==> src/hw/rtl/msc_ram.sv <==
// Generic single-port-write, single-port-read RAM with registered read data.
// No dependencies.
`default_nettype none
module msc_ram #(
  parameter int WIDTH = 8,
  parameter int DEPTH = 16
) (
  input  wire                     clk,
  input  wire                     we,
  input  wire [$clog2(DEPTH)-1:0] waddr,
  input  wire [WIDTH-1:0]         wdata,
  input  wire [$clog2(DEPTH)-1:0] raddr,
  output logic [WIDTH-1:0]        rdata
);
  logic [WIDTH-1:0] mem [DEPTH];

  always_ff @(posedge clk) begin
    if (we) begin
      mem[waddr] <= wdata;
    end
    rdata <= mem[raddr];
  end
endmodule
`default_nettype wire

==> config.mk <==
export PLATFORM = sky130hd
export DESIGN_NAME = msc_ram
export DESIGN_NICKNAME = d
export VERILOG_FILES = /design/src/hw/rtl/msc_ram.sv
export SDC_FILE = /design/constraint.sdc
export NUM_CORES = 1
export LEC_CHECK = 0
export ABC_AREA = 1
export ABC_CLOCK_PERIOD_IN_PS = 1260
export BUFFER_PORTS_ARGS = -buffer_cell sky130_fd_sc_hd__buf_2
export CAP_MARGIN = 20
export CORE_UTILIZATION = 43
export CTS_CLUSTER_SIZE = 25
export DETAILED_ROUTE_END_ITERATION = 10
export PLACE_DENSITY = 0.67
export SLEW_MARGIN = 0
export SYNTH_ARGS = -nofsm -noshare
export SYNTH_HDL_FRONTEND = slang
export SYNTH_SLANG_ARGS = --single-unit
==> constraint.sdc <==
create_clock -name clk -period 1.26 [get_ports clk]
set_input_delay 0 -clock clk [delete_from_list [all_inputs] [get_ports clk]]
set_output_delay 0 -clock clk [all_outputs]
set_load 0.05 [all_outputs]
==> out/qor.csv <==
stage;metric;value;unit
logic_synthesis;register area share after synthesis;0.694;
logic_synthesis;prevailing post-synth register cell;edfxtp_1;
timing;Max Clock Freq;925;MHz
logic_synthesis;Simple-Gate Fraction of Synth Area;0.210;
setup_path;Worst Setup SP;mem[9][1]$_DFFE_PP_;
timing;final setup fails;0;
logic_synthesis;cell count after synthesis;551;
power_and_ir_drop;total power;10800;uW
placed_design;pre-CTS WS;0.188;ns
placed_design;PortBufs;25;
power_and_ir_drop;Leak;0.00297;uW
global_routing;largest net degree at the start of global routing;47;
cts;hold-fix buffers at CTS;3;
floorplanning;num rows;41;
timing;Hold Vio Cnt, Final;0;
power_and_ir_drop;Internal;8420;uW
setup_path;CP dominant cell by count;nand3_1;
setup_path;Startpoint Class;flop;
detailed_routing;Final ANT Viol Nets;0;
placed_design;dpl hpwl;7780;microns
logic_synthesis;syn nets;569;
cts;clock-pin slew on the worst setup and hold paths;0.06;ns
logic_synthesis;Post-Synth XOR/XNOR Area;0;
logic_synthesis;top-count cell post-synth;nand2_1;
run;maxcap violations;0;
timing;RSZ-0062 raised after global routing;false;
power_and_ir_drop;Seq pwr share;0.474;
cts;cts bufs inserted;17;
timing;minimum clock period;1.08;ns
timing;post-layout worst setup margin;0.179;ns
logic_synthesis;mux cell area share after synthesis;0;
cts;Max Buffers Root-to-Sink;2;
logic_synthesis;yosys warns;0;
finish;Area growth, synth to finish;18.1;%
global_routing;vias in the first global route;3914;
logic_synthesis;adder-cell share of the synthesized area;0;
floorplanning;core area;12800;sq um
timing;Final Max Slew Viols;0;
placed_design;gpl congestion;0.842;
cts;post-CTS setup buffer count;0;
logic_synthesis;synthesized flop and latch total;136;
worst_hold_path;Hold WC Path Type;input port to flop;
global_routing;gr usage total;0.201;
logic_synthesis;Post-Synthesis Cell Area;5770;sq um
setup_path;Data required, critical path;1.56;ns
setup_path;Reg2Reg Launch Point;mem[9][1]$_DFFE_PP_;
detailed_routing;routed vias/inst;4.98;
cts;clock latency on the worst-skew pair;0.42;ns
detailed_routing;1st-iter DRT viols;399;
logic_synthesis;synth top area cells;edfxtp_1, nand2_1, nand3_1;
timing;max_slew headroom;0.707;
logic_synthesis;post-synthesis compound-gate area fraction;0;
power_and_ir_drop;Max IR drop VDD;1.52;mV
finish;share of post-route cells with drive strength above 1;0.133;
power_and_ir_drop;NetSw;2330;uW
global_routing;gr ovfl total;0;
cts;# H-tree levels;4;
cts;CTS tree;built;
setup_path;Critical Path AT;1.39;ns
worst_hold_path;hold_sp;wdata[1];
finish;Post-Layout Cell Count;783;
setup_path;dominant delay contributor by cell family on the critical path;simple AND/OR/NAND/NOR gates;
setup_path;critical path class;flop to flop;
cts;post-CTS sizing;0;
power_and_ir_drop;Logic pwr share;0.069;
logic_synthesis;area share of the largest cell type after synthesis;0.667;
global_routing;first-pass GRT wire length;20600;microns
floorplanning;full die area;13900;sq um
timing;worst-margin pin slew;0.438;ns
setup_path;Crit. End Element;flop;
setup_path;Worst Path Buf+Inv;1;
logic_synthesis;Post-synth EDFFs;128;
placed_design;Placed Instances;748;
cts;CTS sink cnt;136;
detailed_routing;wire per inst;16.4;microns
power_and_ir_drop;Clk pwr share;0.457;
logic_synthesis;Cell variety after synth;12;
logic_synthesis;async set-reset flop share out of synthesis;0;
floorplanning;io pins;26;
finish;final net count;616;
global_routing;initial antenna violation count;0;
power_and_ir_drop;Power Dens Cells;1580;nW/um^2
run_status;status;finished, final reports clean;
cts;clk root buf;clkbuf_16;
floorplanning;Die X;118;microns
setup_path;cell with the largest stage delay on the worst path;edfxtp_1;
detailed_routing;final WL;12800;microns
detailed_routing;DRT Pass-1 Iters;6;
logic_synthesis;largest area contributor in the netlist;edfxtp_1;
detailed_routing;via count;3899;
logic_synthesis;largest family of logic cells by synthesized area;simple AND/OR/NAND/NOR gates;
floorplanning;Initial Utilization;0.450;
logic_synthesis;Mapped Avg Cell Area;10.5;sq um
logic_synthesis;synth cell count leaders;nand2_1, edfxtp_1, inv_1, nand3_1, nor2_1;
floorplanning;Die Span Y;118;microns
timing;clk_skew;0.0121;ns
timing;Final period util;0.858;
setup_path;slowest stage delay, CP;0.35;ns
finish;# diodes;0;
setup_path;cell breakdown of the critical path;inv_1 > nand2_1 > nand3_1 > nand3_1 > nand3_1 > nand2_1;
power_and_ir_drop;sw frac;0.217;
setup_path;CP max FO;1;
detailed_routing;DRC Markers;0;
timing;setup TNS;0;ns
power by group through the flow:
stage               clock network (uW)  logic [uW]  registers (uW)
floorplan                            0         357            5280
global placement                     0         720            5180
detailed placement                   0         729            5190
finish                            4920         745            5090
CTS                               4970         743            5100
global route                      5160         816            5100
through the flow:
stage	utilization	hold slack [ns]	area [sq um]
final	0.531	0.00694	6810
after global placement	0.482	0.370	6180
after global routing	0.531	0.00895	6810
after detailed placement	0.482	0.363	6180
after floorplan	-	0.0989	5770
after CTS	0.531	0.00832	6810
placed cells by master, fill, tap and decap left out, types with 3 or more instances in the layout:
| master | count |
|---|---|
| dlygate4sd3_1 | 3 |
| buf_2 | 25 |
| edfxtp_1 | 128 |
| nand2_1 | 173 |
| buf_12 | 5 |
| nor2_1 | 17 |
| clkbuf_16 | 17 |
| nand3_1 | 97 |
| clkinv_4 | 3 |
| bufinv_16 | 3 |
| dfxtp_1 | 8 |
| inv_1 | 100 |
| buf_4 | 19 |
| clkinv_2 | 4 |
layout make-up:
cell class                      count  area [sq um]
Sequential cell                   136          4000
Timing Repair Buffer               52           398
Clock inverter                     12           151
Tap cell                          172           215
Clock buffer                       20           447
Fill cell                        1131          6010
Inverter                          102           383
Multi-Input combinational cell    289          1210
layer usage:
metal	global-route usage	vias up	part of all wire
li1	-	1871	-
met1	0.256	1842	0.42
met2	0.319	151	0.48
met3	0.0422	35	0.064
met4	0.115	0	0.039
met5	0	-	0
registers in the layout, summed over array words and instances (netlist names):
name and cells:
mem 128, rdata 8
cells by family after synthesis:
logic type    count (synthesis)
flops                       136
buf+inv                     126
simple gates                289
final timing paths:
kind	endpoint	slack (ns)	cells after the start
worst max-delay path	rdata[1]$_DFF_P_	0.18	6
worst max register to register	rdata[1]$_DFF_P_	0.18	6
worst min register to register	rdata[1]$_DFF_P_	0.67	6
worst min-delay path	mem[7][1]$_DFFE_PP_	0.007	1
Note: power is estimated with default switching activity, not from simulation.
